**src/rtl/core/waypoint_tracking_controller_top_assert.svh**
```systemverilog
// ----------------------------------------------------------------------------
// Waypoint tracking controller assertion macros
// Shared property forms for the controller's concurrent checks.
// ----------------------------------------------------------------------------
`ifndef WAYPOINT_TRACKING_CONTROLLER_TOP_ASSERT_SVH
`define WAYPOINT_TRACKING_CONTROLLER_TOP_ASSERT_SVH

// same-cycle implication, clocked on clk, off during reset
`define WTC_ASSERT_IMP(lbl, ante, cons) \
    lbl: assert property (@(posedge clk) disable iff (!rst_n) (ante) |-> (cons)) \
        else $error("wtc check failed");

// next-cycle implication
`define WTC_ASSERT_NXT(lbl, ante, cons) \
    lbl: assert property (@(posedge clk) disable iff (!rst_n) (ante) |=> (cons)) \
        else $error("wtc check failed");

`endif

```
**src/rtl/core/wtc_ram.sv**
```systemverilog
// ----------------------------------------------------------------------------
// Generic single-port-write RAM
// One write port, one read port with registered read data.
// ----------------------------------------------------------------------------
module wtc_ram #(
    parameter int WIDTH = 32,
    parameter int DEPTH = 64
) (
    input  logic                     clk,
    input  logic                     we,
    input  logic [$clog2(DEPTH)-1:0] waddr,
    input  logic [WIDTH-1:0]         wdata,
    input  logic [$clog2(DEPTH)-1:0] raddr,
    output logic [WIDTH-1:0]         rdata
);

    logic [WIDTH-1:0] mem [DEPTH];

    always_ff @(posedge clk)
    begin
        if (we)
        begin
            mem[waddr] <= wdata;
        end
        rdata <= mem[raddr];
    end

endmodule

```
**config.mk**
```make
export PLATFORM = sky130hd
export DESIGN_NAME = wtc_ram
export DESIGN_NICKNAME = d
export VERILOG_FILES = /design/src/rtl/core/waypoint_tracking_controller_top_assert.svh /design/src/rtl/core/wtc_ram.sv
export SDC_FILE = /design/constraint.sdc
export NUM_CORES = 2
export LEC_CHECK = 0
export ABC_AREA = 0
export BUFFER_PORTS_ARGS = -buffer_cell sky130_fd_sc_hd__buf_4
export CAP_MARGIN = 5
export CORE_ASPECT_RATIO = 1.25
export CORE_MARGIN = 1
export CORE_UTILIZATION = 60
export CTS_CLUSTER_SIZE = 12
export DETAILED_ROUTE_END_ITERATION = 16
export PLACE_DENSITY_LB_ADDON = 0.1
export SLEW_MARGIN = 25
export SYNTH_ARGS = -nofsm -noshare
export SYNTH_HDL_FRONTEND = slang
export SYNTH_SLANG_ARGS = --single-unit
```
**constraint.sdc**
```tcl
create_clock -name clk -period 9.7 [get_ports clk]
set_clock_uncertainty 0.05 [all_clocks]
set_input_delay 0 -clock clk [delete_from_list [all_inputs] [get_ports clk]]
set_output_delay 0 -clock clk [all_outputs]
set_load 0.005 [all_outputs]
```
==> summary.txt <==
CRITICAL PATH
-----------------------------------------------------------------------------------------------
Type of destination of the critical path                                               register
Data arrival, critical path                                                             3.97 ns
Startpoint class of the critical path                                                input port
Endpoint of the worst register-to-register path                                       rdata[27]
R2R Setup Slk                                                                           7.34 ns
Number of cells on the worst reg-to-reg path                                                  4
RR Startpoint                                                                       mem[11][27]
Max FO, Critical Path                                                                        53
Worst path cell trace                                                              dlygate4sd3_1 > buf_8 > buf_4 > buf_4 > mux4_2 > o221ai_1 > a21oi_1 > a21oi_1 > nor2_1
Worst Path Class, Setup                                                            input port to register
Delay of the slowest critical-path stage                                                0.71 ns
Required time of the worst setup path                                                  10.40 ns
Cell at the slowest stage of the critical path                                            buf_4

DRT
-----------------------------------------------------------------------------------------------
Number of detailed-route iterations in the first pass                                         7
DRT Wirelength                                                                        203000 um
Initial DRC Count                                                                          5117
DRC violations left                                                                           0
Number of nets with antenna violations after routing                                          0
Average detailed-routed wire length per instance                                        37.3 um
Vias                                                                                      37.5k
Number of vias per cell                                                                    6.91

GLOBAL ROUTING
-----------------------------------------------------------------------------------------------
First-pass GRT wire length                                                            282000 um
Via count of the first global-routing pass                                                37.4k
Maximum number of pins on one net before global-route repair                                111
Remaining global-route overflow                                                               0
Total routing usage reported by global routing                                            0.312
Antenna violations before repair                                                             18

LAYOUT
-----------------------------------------------------------------------------------------------
Final std cells w/o fill                                                                   5428
Total number of nets in the final design                                                   3604
Finished Cell Area                                                                 0.0878 sq mm
Layout-stage area growth over the synthesis result                                        11.8%
Layout cells sized above 1                                                                0.274

FLOORPLANNING
-----------------------------------------------------------------------------------------------
Die Outline Area                                                                    0.132 sq mm
Horizontal extent of the die                                                             326 um
Site row count                                                                              148
DIE HEIGHT                                                                               406 um
Number of top-level pins                                                                     78
Effective utilization at floorplan                                                        0.604
Core Footprint                                                                      0.130 sq mm

JOB
-----------------------------------------------------------------------------------------------
Max-cap violation count                                                                       0

STA
-----------------------------------------------------------------------------------------------
Unrepaired setup endpoints after global routing                                              no
FMAX                                                                                    306 MHz
Worst max-slew margin expressed relative to the limit                                     0.300
Actual slew at the worst max-slew pin                                                   1.05 ns
# setup viols final                                                                           0
Total negative slack for setup checks                                                      0 ns
Final Hold Slack                                                                      0.0719 ns
Final worst path period share                                                             0.337
Period minus WS final                                                                   3.27 ns
Total count of max-transition violations in the final report                                  0
Final hold violation count                                                                    0

SYNTHESIS
-----------------------------------------------------------------------------------------------
Fraction of synthesis flops using an asynchronous set or reset pin                            0
Synthesized instance count                                                                 3324
Flop and latch count out of synthesis                                                      2080
Netlist area before placement                                                      0.0785 sq mm
Yosys cell types                                                                             34
Number of enable-type register cells in the synthesized netlist                            2048
Sequential element share of the synthesized area                                          0.791
Most used DFF post-synth                                                               edfxtp_1
Synthesized area divided by synthesized cell count                                   23.6 sq um
Nets in the synthesized netlist                                                            3370
Yosys warnings                                                                                0

PLACE
-----------------------------------------------------------------------------------------------
Placed Cells                                                                               5039
Number of port buffers                                                                       77
Final RePlAce weighted congestion                                                         0.803
Detailed placer's ending HPWL                                                         105000 um
Standard cell area after detailed placement                                        0.0817 sq mm

CTS
-----------------------------------------------------------------------------------------------
Buffers inserted during post-CTS setup optimization                                           0
Insertion delay to the later sink of the worst-skew pair                                0.83 ns
TritonCTS clock tree                                                                       done
Quantity of hold-fixing buffers added after cts                                              45
Clock input transition at the sequential cells of the worst setup and hold paths        0.06 ns
# H-tree levels                                                                               4
Resized cells post-CTS                                                                        0
TritonCTS buffer count                                                                      197
Clock tree root driver cell                                                           clkbuf_16
Clk sink count                                                                             2080
Clock tree buffer depth                                                                       3

HOLD PATH
-----------------------------------------------------------------------------------------------
Hold Path Stages                                                                              4
Min-Delay Startpoint                                                                         we
Sink of the worst hold path                                                         mem[55][17]
Path category of the worst min-delay check                                         input port to register

POWER AND IR DROP
-----------------------------------------------------------------------------------------------
Power per cell area                                                                 204 mW/mm^2
Peak supply drop                                                                     0.000151 V
Leakage dissipation                                                                     27.2 nW

RUN STATUS
-----------------------------------------------------------------------------------------------
Status                                                                             finished, final reports clean

[sequential cells by signal, indices dropped and copies added, names as in the netlist]
| name | count |
|---|---|
| mem | 2048 |
| rdata | 32 |
[critical path: cells and delay by family]
family,cells,cell delay [ns]
AO/OA/AOI/OAI,3,0.97
AND/OR/NAND/NOR,1,0.17
buffers and inverters,4,2.39
multiplexers,1,0.33
[where the power goes]
group	internal (W)	leakage (nW)	switching, W	total (W)
combinational	0.000345	5.76	0.000603	0.000948
clock	0.00386	2.72	0.00310	0.00696
sequential	0.00995	18.7	0.0000397	0.00999
total	0.0142	27.2	0.00374	0.0179
[final cells by class]
| class | instances | area (sq um) |
|---|---|---|
| Clock buffer | 320 | 5540 |
| Clock inverter | 15 | 90.1 |
| Timing Repair Buffer | 217 | 1830 |
| Antenna cell | 9 | 22.5 |
| Fill cell | 8044 | 42200 |
| Tap cell | 1725 | 2160 |
| Multi-Input combinational cell | 1062 | 16000 |
| Sequential cell | 2080 | 62100 |
[metal layers]
layer  vias up  GRT usage  part of all wire
met5         -          0           0.00039
met4        12      0.116             0.036
met3       372     0.0567             0.099
met2      2091      0.502              0.49
met1     20300      0.436              0.37
li1      14700          -                 -
[kinds of logic after synthesis]
group / count (synthesis) / synth area share
flops: 2080 / 0.791
simple gates: 223 / 0.0127
compound gates: 202 / 0.0167
buf+inv: 182 / 0.0113
mux: 637 / 0.168
[synth_stat cells, types with 3 or more instances]
master	instances	area, sq um
or3b_2	3	26.3
or3_1	3	18.8
a22oi_1	12	90.1
a311oi_1	8	70.1
mux4_2	544	12300
buf_1	21	78.8
nand2b_1	8	50.1
nand3_1	5	25.0
a21oi_1	62	310
nand2_1	26	97.6
o22ai_1	84	526
a41o_1	4	40.0
o221ai_1	27	236
buf_2	57	285
nand3b_1	5	37.5
and3_1	4	25.0
clkbuf_1	74	278
edfxtp_1	2048	61500
buf_4	25	188
nor3_1	7	35.0
nor2b_1	15	93.8
o32ai_1	4	35.0
buf_6	5	56.3
dfxtp_1	32	641
mux2i_1	93	931
nor2_1	137	514
[worst max-delay path by stage]
stage,from,end,slack (ns)
after floorplan,waddr[3],mem[48][0],6.49
after global placement,raddr[0],rdata[24],5.67
after detailed placement,raddr[0],rdata[20],5.60
after CTS,raddr[2],rdata[22],6.38
after global routing,raddr[2],rdata[12],6.17
final,raddr[2],rdata[12],6.43
[placed cells by master, fill, tap and decap left out, drive strengths merged]
cell type / instances
nand4: 2
o22ai: 84
o221ai: 27
nand4b: 1
and2: 2
edfxtp: 2048
or3: 3
nor2b: 15
clkinv: 10
nand2: 26
diode: 9
o32ai: 4
mux2i: 93
dlygate4sd3: 45
dfxtp: 32
nand3b: 5
inv: 5
mux4: 544
nor2: 137
nand3: 5
a311oi: 8
a21oi: 62
a41o: 4
nand2b: 8
nor3: 7
or3b: 5
a22oi: 12
a31oi: 1
clkbuf: 320
and3: 4
or2: 3
buf: 172
[through the flow]
step                utilization  power [W]  worst slack, ns
CTS                       0.675     0.0180             6.38
detailed placement        0.628     0.0111             5.60
floorplan                     -     0.0106             6.49
global placement          0.628     0.0111             5.67
global route              0.675     0.0183             6.17
finish                    0.675     0.0179             6.43
(Power assumes the default switching activity.)
