==> src/rtl/core/waypoint_tracking_controller_top_assert.svh <==
// ----------------------------------------------------------------------------
// Waypoint tracking controller assertion macros
// Shared property forms for the controller's concurrent checks.
// ----------------------------------------------------------------------------
`ifndef WAYPOINT_TRACKING_CONTROLLER_TOP_ASSERT_SVH
`define WAYPOINT_TRACKING_CONTROLLER_TOP_ASSERT_SVH

// same-cycle implication, clocked on clk, off during reset
`define WTC_ASSERT_IMP(lbl, ante, cons) \
    lbl: assert property (@(posedge clk) disable iff (!rst_n) (ante) |-> (cons)) \
        else $error("wtc check failed");

// next-cycle implication
`define WTC_ASSERT_NXT(lbl, ante, cons) \
    lbl: assert property (@(posedge clk) disable iff (!rst_n) (ante) |=> (cons)) \
        else $error("wtc check failed");

`endif

==> src/rtl/core/wtc_pkg.sv <==
// ----------------------------------------------------------------------------
// Waypoint tracking controller package
// Fixed-point constants, CORDIC angle table and shared types.
// ----------------------------------------------------------------------------
package wtc_pkg;

    // CORDIC datapath widths
    localparam int CW = 36;
    localparam int ZW = 24;

    localparam int HALF_PI_Q20  = 1647099;
    localparam int PI_Q12       = 12868;
    localparam int TWO_PI_Q12   = 25736;
    localparam int INV_GAIN_Q30 = 652032874;
    localparam int ONE_Q28      = 268435456;

    // configuration register indexes
    localparam logic [2:0] REG_FWD_GAIN    = 3'd0;
    localparam logic [2:0] REG_TURN_P_GAIN = 3'd1;
    localparam logic [2:0] REG_TURN_D_GAIN = 3'd2;
    localparam logic [2:0] REG_SPEED_CAP   = 3'd3;
    localparam logic [2:0] REG_REACH_SQ    = 3'd4;
    localparam logic [2:0] REG_WP_COUNT    = 3'd5;

    typedef struct packed {
        logic                 start;
        logic                 rot;
        logic signed [CW-1:0] x;
        logic signed [CW-1:0] y;
        logic signed [ZW-1:0] z;
    } cordic_req_t;

    typedef struct packed {
        logic                 done;
        logic signed [CW-1:0] x;
        logic signed [CW-1:0] y;
        logic signed [ZW-1:0] z;
    } cordic_rsp_t;

    // atan(2^-i) in Q.20 radians
    function automatic logic signed [ZW-1:0] atan_q20(input logic [4:0] i);
        logic signed [ZW-1:0] r;
        unique case (i)
            5'd0:  r = 24'sd823550;
            5'd1:  r = 24'sd486170;
            5'd2:  r = 24'sd256879;
            5'd3:  r = 24'sd130396;
            5'd4:  r = 24'sd65451;
            5'd5:  r = 24'sd32757;
            5'd6:  r = 24'sd16383;
            5'd7:  r = 24'sd8192;
            5'd8:  r = 24'sd4096;
            5'd9:  r = 24'sd2048;
            5'd10: r = 24'sd1024;
            5'd11: r = 24'sd512;
            5'd12: r = 24'sd256;
            5'd13: r = 24'sd128;
            5'd14: r = 24'sd64;
            5'd15: r = 24'sd32;
            5'd16: r = 24'sd16;
            5'd17: r = 24'sd8;
            5'd18: r = 24'sd4;
            5'd19: r = 24'sd2;
            5'd20: r = 24'sd1;
            default: r = 24'sd0;
        endcase
        return r;
    endfunction

endpackage

==> src/rtl/core/wtc_cordic.sv <==
// ----------------------------------------------------------------------------
// Shared CORDIC unit
// Vectoring (atan2) or rotation (cos/sin), one micro-rotation per cycle.
// ----------------------------------------------------------------------------
module wtc_cordic #(
    parameter int STEPS = 16
) (
    input  logic                clk,
    input  logic                rst_n,
    input  wtc_pkg::cordic_req_t req,
    output wtc_pkg::cordic_rsp_t rsp
);

    localparam int CNT_W = $clog2(STEPS);
    localparam logic [CNT_W-1:0] LAST = CNT_W'(STEPS - 1);

    logic                          busy_reg;
    logic                          done_reg;
    logic                          rot_reg;
    logic                          zero_reg;
    logic [CNT_W-1:0]              cnt_reg;
    logic signed [wtc_pkg::CW-1:0] x_reg;
    logic signed [wtc_pkg::CW-1:0] y_reg;
    logic signed [wtc_pkg::ZW-1:0] z_reg;

    logic signed [wtc_pkg::CW-1:0] xs;
    logic signed [wtc_pkg::CW-1:0] ys;
    logic signed [wtc_pkg::ZW-1:0] ang;
    logic                          sub;

    // one micro-rotation
    assign xs  = x_reg >>> cnt_reg;
    assign ys  = y_reg >>> cnt_reg;
    assign ang = wtc_pkg::atan_q20(5'(cnt_reg));
    assign sub = rot_reg ? (z_reg >= 0) : (y_reg < 0);

    always_ff @(posedge clk or negedge rst_n)
    begin
        if (!rst_n)
        begin
            busy_reg <= 1'b0;
            done_reg <= 1'b0;
            rot_reg  <= 1'b0;
            zero_reg <= 1'b0;
            cnt_reg  <= '0;
            x_reg    <= '0;
            y_reg    <= '0;
            z_reg    <= '0;
        end
        else
        begin
            done_reg <= 1'b0;
            if (req.start)
            begin
                // quadrant pre-rotation
                busy_reg <= 1'b1;
                cnt_reg  <= '0;
                rot_reg  <= req.rot;
                zero_reg <= !req.rot && (req.x == 0) && (req.y == 0);
                if (req.rot)
                begin
                    if (req.z > wtc_pkg::ZW'(wtc_pkg::HALF_PI_Q20))
                    begin
                        x_reg <= '0;
                        y_reg <= wtc_pkg::CW'(wtc_pkg::INV_GAIN_Q30);
                        z_reg <= req.z - wtc_pkg::ZW'(wtc_pkg::HALF_PI_Q20);
                    end
                    else if (req.z < -wtc_pkg::ZW'(wtc_pkg::HALF_PI_Q20))
                    begin
                        x_reg <= '0;
                        y_reg <= -wtc_pkg::CW'(wtc_pkg::INV_GAIN_Q30);
                        z_reg <= req.z + wtc_pkg::ZW'(wtc_pkg::HALF_PI_Q20);
                    end
                    else
                    begin
                        x_reg <= wtc_pkg::CW'(wtc_pkg::INV_GAIN_Q30);
                        y_reg <= '0;
                        z_reg <= req.z;
                    end
                end
                else if (req.x < 0)
                begin
                    if (req.y >= 0)
                    begin
                        x_reg <= req.y;
                        y_reg <= -req.x;
                        z_reg <= wtc_pkg::ZW'(wtc_pkg::HALF_PI_Q20);
                    end
                    else
                    begin
                        x_reg <= -req.y;
                        y_reg <= req.x;
                        z_reg <= -wtc_pkg::ZW'(wtc_pkg::HALF_PI_Q20);
                    end
                end
                else
                begin
                    x_reg <= req.x;
                    y_reg <= req.y;
                    z_reg <= '0;
                end
            end
            else if (busy_reg)
            begin
                if (sub)
                begin
                    x_reg <= x_reg - ys;
                    y_reg <= y_reg + xs;
                    z_reg <= z_reg - ang;
                end
                else
                begin
                    x_reg <= x_reg + ys;
                    y_reg <= y_reg - xs;
                    z_reg <= z_reg + ang;
                end
                cnt_reg <= cnt_reg + CNT_W'(1);
                if (cnt_reg == LAST)
                begin
                    busy_reg <= 1'b0;
                    done_reg <= 1'b1;
                end
            end
        end
    end

    // atan2 of the zero vector reads as angle zero
    assign rsp.done = done_reg;
    assign rsp.x    = x_reg;
    assign rsp.y    = y_reg;
    assign rsp.z    = zero_reg ? '0 : z_reg;

endmodule

==> config.mk <==
export PLATFORM = sky130hd
export DESIGN_NAME = wtc_cordic
export DESIGN_NICKNAME = d
export VERILOG_FILES = /design/src/rtl/core/waypoint_tracking_controller_top_assert.svh /design/src/rtl/core/wtc_pkg.sv /design/src/rtl/core/wtc_cordic.sv
export SDC_FILE = /design/constraint.sdc
export NUM_CORES = 1
export LEC_CHECK = 0
export BUFFER_PORTS_ARGS = -buffer_cell sky130_fd_sc_hd__buf_2
export CORE_MARGIN = 5
export CORE_UTILIZATION = 50
export DETAILED_ROUTE_END_ITERATION = 8
export PLACE_DENSITY = 0.7
export SLEW_MARGIN = 10
export SYNTH_ARGS = -nofsm -noshare
export SYNTH_HDL_FRONTEND = slang
export SYNTH_SLANG_ARGS = --single-unit
==> constraint.sdc <==
create_clock -name clk -period 7.1 [get_ports clk]
set_input_delay 0.71 -clock clk [delete_from_list [all_inputs] [get_ports clk]]
set_output_delay 0.71 -clock clk [all_outputs]
set_load 0.03 [all_outputs]
==> results.py <==
metrics = {
    "synthesis": {
        "ys_ff_latch": 104,
        "syn_area_per_cell_um2": 7.777,
        "synthAdderAreaFrac_pct": 7.596,
        "ys.flop_type": "dfrtp_1",
        "yosys.area_share.simple_pct": 18.22,
        "ys.warnings.count": 0,
        "yosys.cell_types.count": 90,
        "synth_edf_count": 0,
        "syn_inst": 2389,
        "synth_top_family_by_area": "compound AO/OA/AOI/OAI gates",
        "synth_xor_area_share_pct": 11.74,
        "synth_mux_area_share_pct": 15.16,
        "syn_area_um2": 18580,
        "synth_compound_area_share_pct": 28.38,
        "syn-num-nets": 2600,
        "synthArstFlopShare_pct": 100.0,
        "yosysSeqAreaShare_pct": 14.01,
    },
    "final_layout": {
        "seqCellArea_um2": 2614,
        "layout-drive-gt1-share_pct": 15.19,
        "num-fill-cells": 3567,
        "layout_commonest_cell": "a21oi_1",
        "layout_common_cells": "a21oi_1, nor2_1, buf_2",
        "diodes": 0,
        "nets": 2694,
        "utilization_pct": 54.74,
        "area.growth.synth_to_final_pct": 7.859,
        "multi_input_comb_area_um2": 15090,
        "stdcell_area_um2": 20040,
    },
    "sta": {
        "worstMarginPinSlew_ns": 1.057,
        "rsz0062_at_grt": "false",
        "setup_tns_ns": 0,
        "fin_crit_ns": 6.446,
        "timing.fmax_mhz": 155.1,
        "skew_ns": 0.008536,
        "finalHoldViolCount": 0,
        "final-setup-viol-count": 0,
        "relSlewSlack_pct": 29.54,
        "setup_slack_ns": 0.6537,
        "period_share_pct": 90.79,
        "drv_slew": 0,
    },
    "floorplanning": {
        "core_area_um2": 36610,
        "die_height_um": 202.8,
        "ios": 197,
        "fp.dieW_um": 202.8,
        "die-area_um2": 41120,
        "initial_core_util_pct": 50.75,
        "row_count": 70,
    },
    "drt": {
        "finalWirelength_um": 71870,
        "vias_per_cell": 6.694,
        "post-route-drc-count": 0,
        "via_count": 19786,
        "wl_per_cell_um": 24.31,
        "firstDrtPassIters": 6,
        "drt_iter0_markers": 2182,
        "ant_nets": 0,
    },
    "clock_tree": {
        "cts.clk_slew.worst_paths_ns": 0.08,
        "ctsResizeCount": 0,
        "ctsLongestPathBuffers": 2,
        "cts_tree": "done",
        "postCtsSetupBuffers": 0,
        "numCtsBuffers": 9,
        "hold_buffers": 0,
        "cts_max_level": 3,
        "clock_sinks": 104,
        "insertion_delay_ns": 0.38,
        "clockRootBuffer": "clkbuf_16",
    },
    "grt": {
        "grt_pass1_wl_um": 108500,
        "grt_overflow": 0,
        "grt_use_met1_pct": 49.04,
        "first_global_vias": 18399,
        "busiest_layer": "met1",
        "grt_use_total_pct": 33.39,
        "antenna_found_initial": 0,
        "grtUsageMet3_pct": 9.391,
        "grt_use_met2_pct": 47.93,
        "grt_max_degree": 80,
    },
    "setup_path": {
        "critPathMaxFanout": 51,
        "r2r_cells": 20,
        "criticalPathCategory": "reg -> reg",
        "required_ns": 7.42,
        "critPathCaptureType": "register",
        "cp-start-kind": "register",
        "critPathArrivalTime_ns": 6.77,
    },
    "outcome": {
        "status": "finished, final reports clean",
    },
    "placement": {
        "hpwl_um": 56030,
        "place.gp.congestion": 1.003,
        "port-buffer-count": 196,
        "placed_cell_area_um2": 19770,
        "dp_slack_ns": 0.7690,
    },
    "worst_hold_path": {
        "hold_class": "in -> async",
    },
    "run": {
        "maxCapViolCount": 0,
    },
}
cell usage after synthesis (all sizes together) (39+ instances only):
master	n	area, um^2
mux4	63	1501
xor2	122	1069
clkbuf	94	352.8
buf	54	329.1
a31oi	39	244.0
xnor2	127	1112
mux2	43	484.2
nor2	230	865.8
nor2b	46	290.3
a21oi	248	1241
dfrtp	104	2603
a211oi	50	375.4
mux2i	83	830.8
nor3	44	220.2
inv	60	225.2
ha	108	1351
a21o	39	292.8
nand2	188	705.7
o21ai	179	895.9
area by class of cell:
cell class	instances	share of cell area [%]
well taps	468	2.922
flip-flops and latches	104	13.04
clock inverters	7	0.2372
repair buffers	231	6.243
multi-input cells	2076	75.29
inverters	61	1.143
clock buffers	9	1.124
worst max-delay path, stage by stage, from the launching register on:
cell	delay, ns
dfrtp_4	0.84
buf_4	0.48
mux2_2	0.41
mux4_2	0.50
or2_2	0.30
o22ai_1	0.27
nand3_1	0.24
nor2_1	0.26
nor2_1	0.08
xnor2_1	0.14
ha_1	0.43
o21ai_0	0.13
o21ai_0	0.24
a21oi_1	0.10
a31oi_1	0.32
a31oi_1	0.29
o311a_1	0.47
o41a_1	0.44
xor2_1	0.15
o21ai_0	0.15
o21a_1	0.14
path summary, 6_finish.rpt:
kind | from | to | slack, ns
max | cnt_reg[1]$_DFFE_PN0P_ | y_reg[33]$_DFFE_PN0P_ | 0.65
min | rst_n | z_reg[17]$_DFFE_PN0P_ | 0.29
max reg2reg | cnt_reg[1]$_DFFE_PN0P_ | y_reg[33]$_DFFE_PN0P_ | 0.65
min reg2reg | z_reg[21]$_DFFE_PN0P_ | z_reg[21]$_DFFE_PN0P_ | 0.55
max in group asynchronous | rst_n | y_reg[31]$_DFFE_PN0P_ | 5.35
min in group clk | z_reg[21]$_DFFE_PN0P_ | z_reg[21]$_DFFE_PN0P_ | 0.55
cells by family (layout without fill, tap and decap cells):
logic type                 after synthesis  after routing
AOI/OAI and AO/OA                      819            819
muxes                                  189            189
xor gates and xnor gates               249            249
buffers and inverters                  209            308
and+or+nand+nor                        708            708
DFF                                    104            104
adders and majority gates              111            111
metrics by stage:
step | hold WS, ns | instances
after floorplan | 0.4144 | 2389
after global placement | 0.5244 | 2940
after detailed placement | 0.5289 | 2940
after CTS | 0.3083 | 2956
after global routing | 0.3192 | 2956
final | 0.2868 | 2956
routing by layer:
metal,routed length (um),vias to the layer above,share of wire (%)
li1,-,9143,-
met1,31430,9414,44
met2,29580,1107,41
met3,8861,122,12
met4,1996,0,2.8
met5,0,-,0
Power is left out: the tool's default activity adds up to more than one toggle a clock period on the data nets, which glitch-free logic cannot reach.
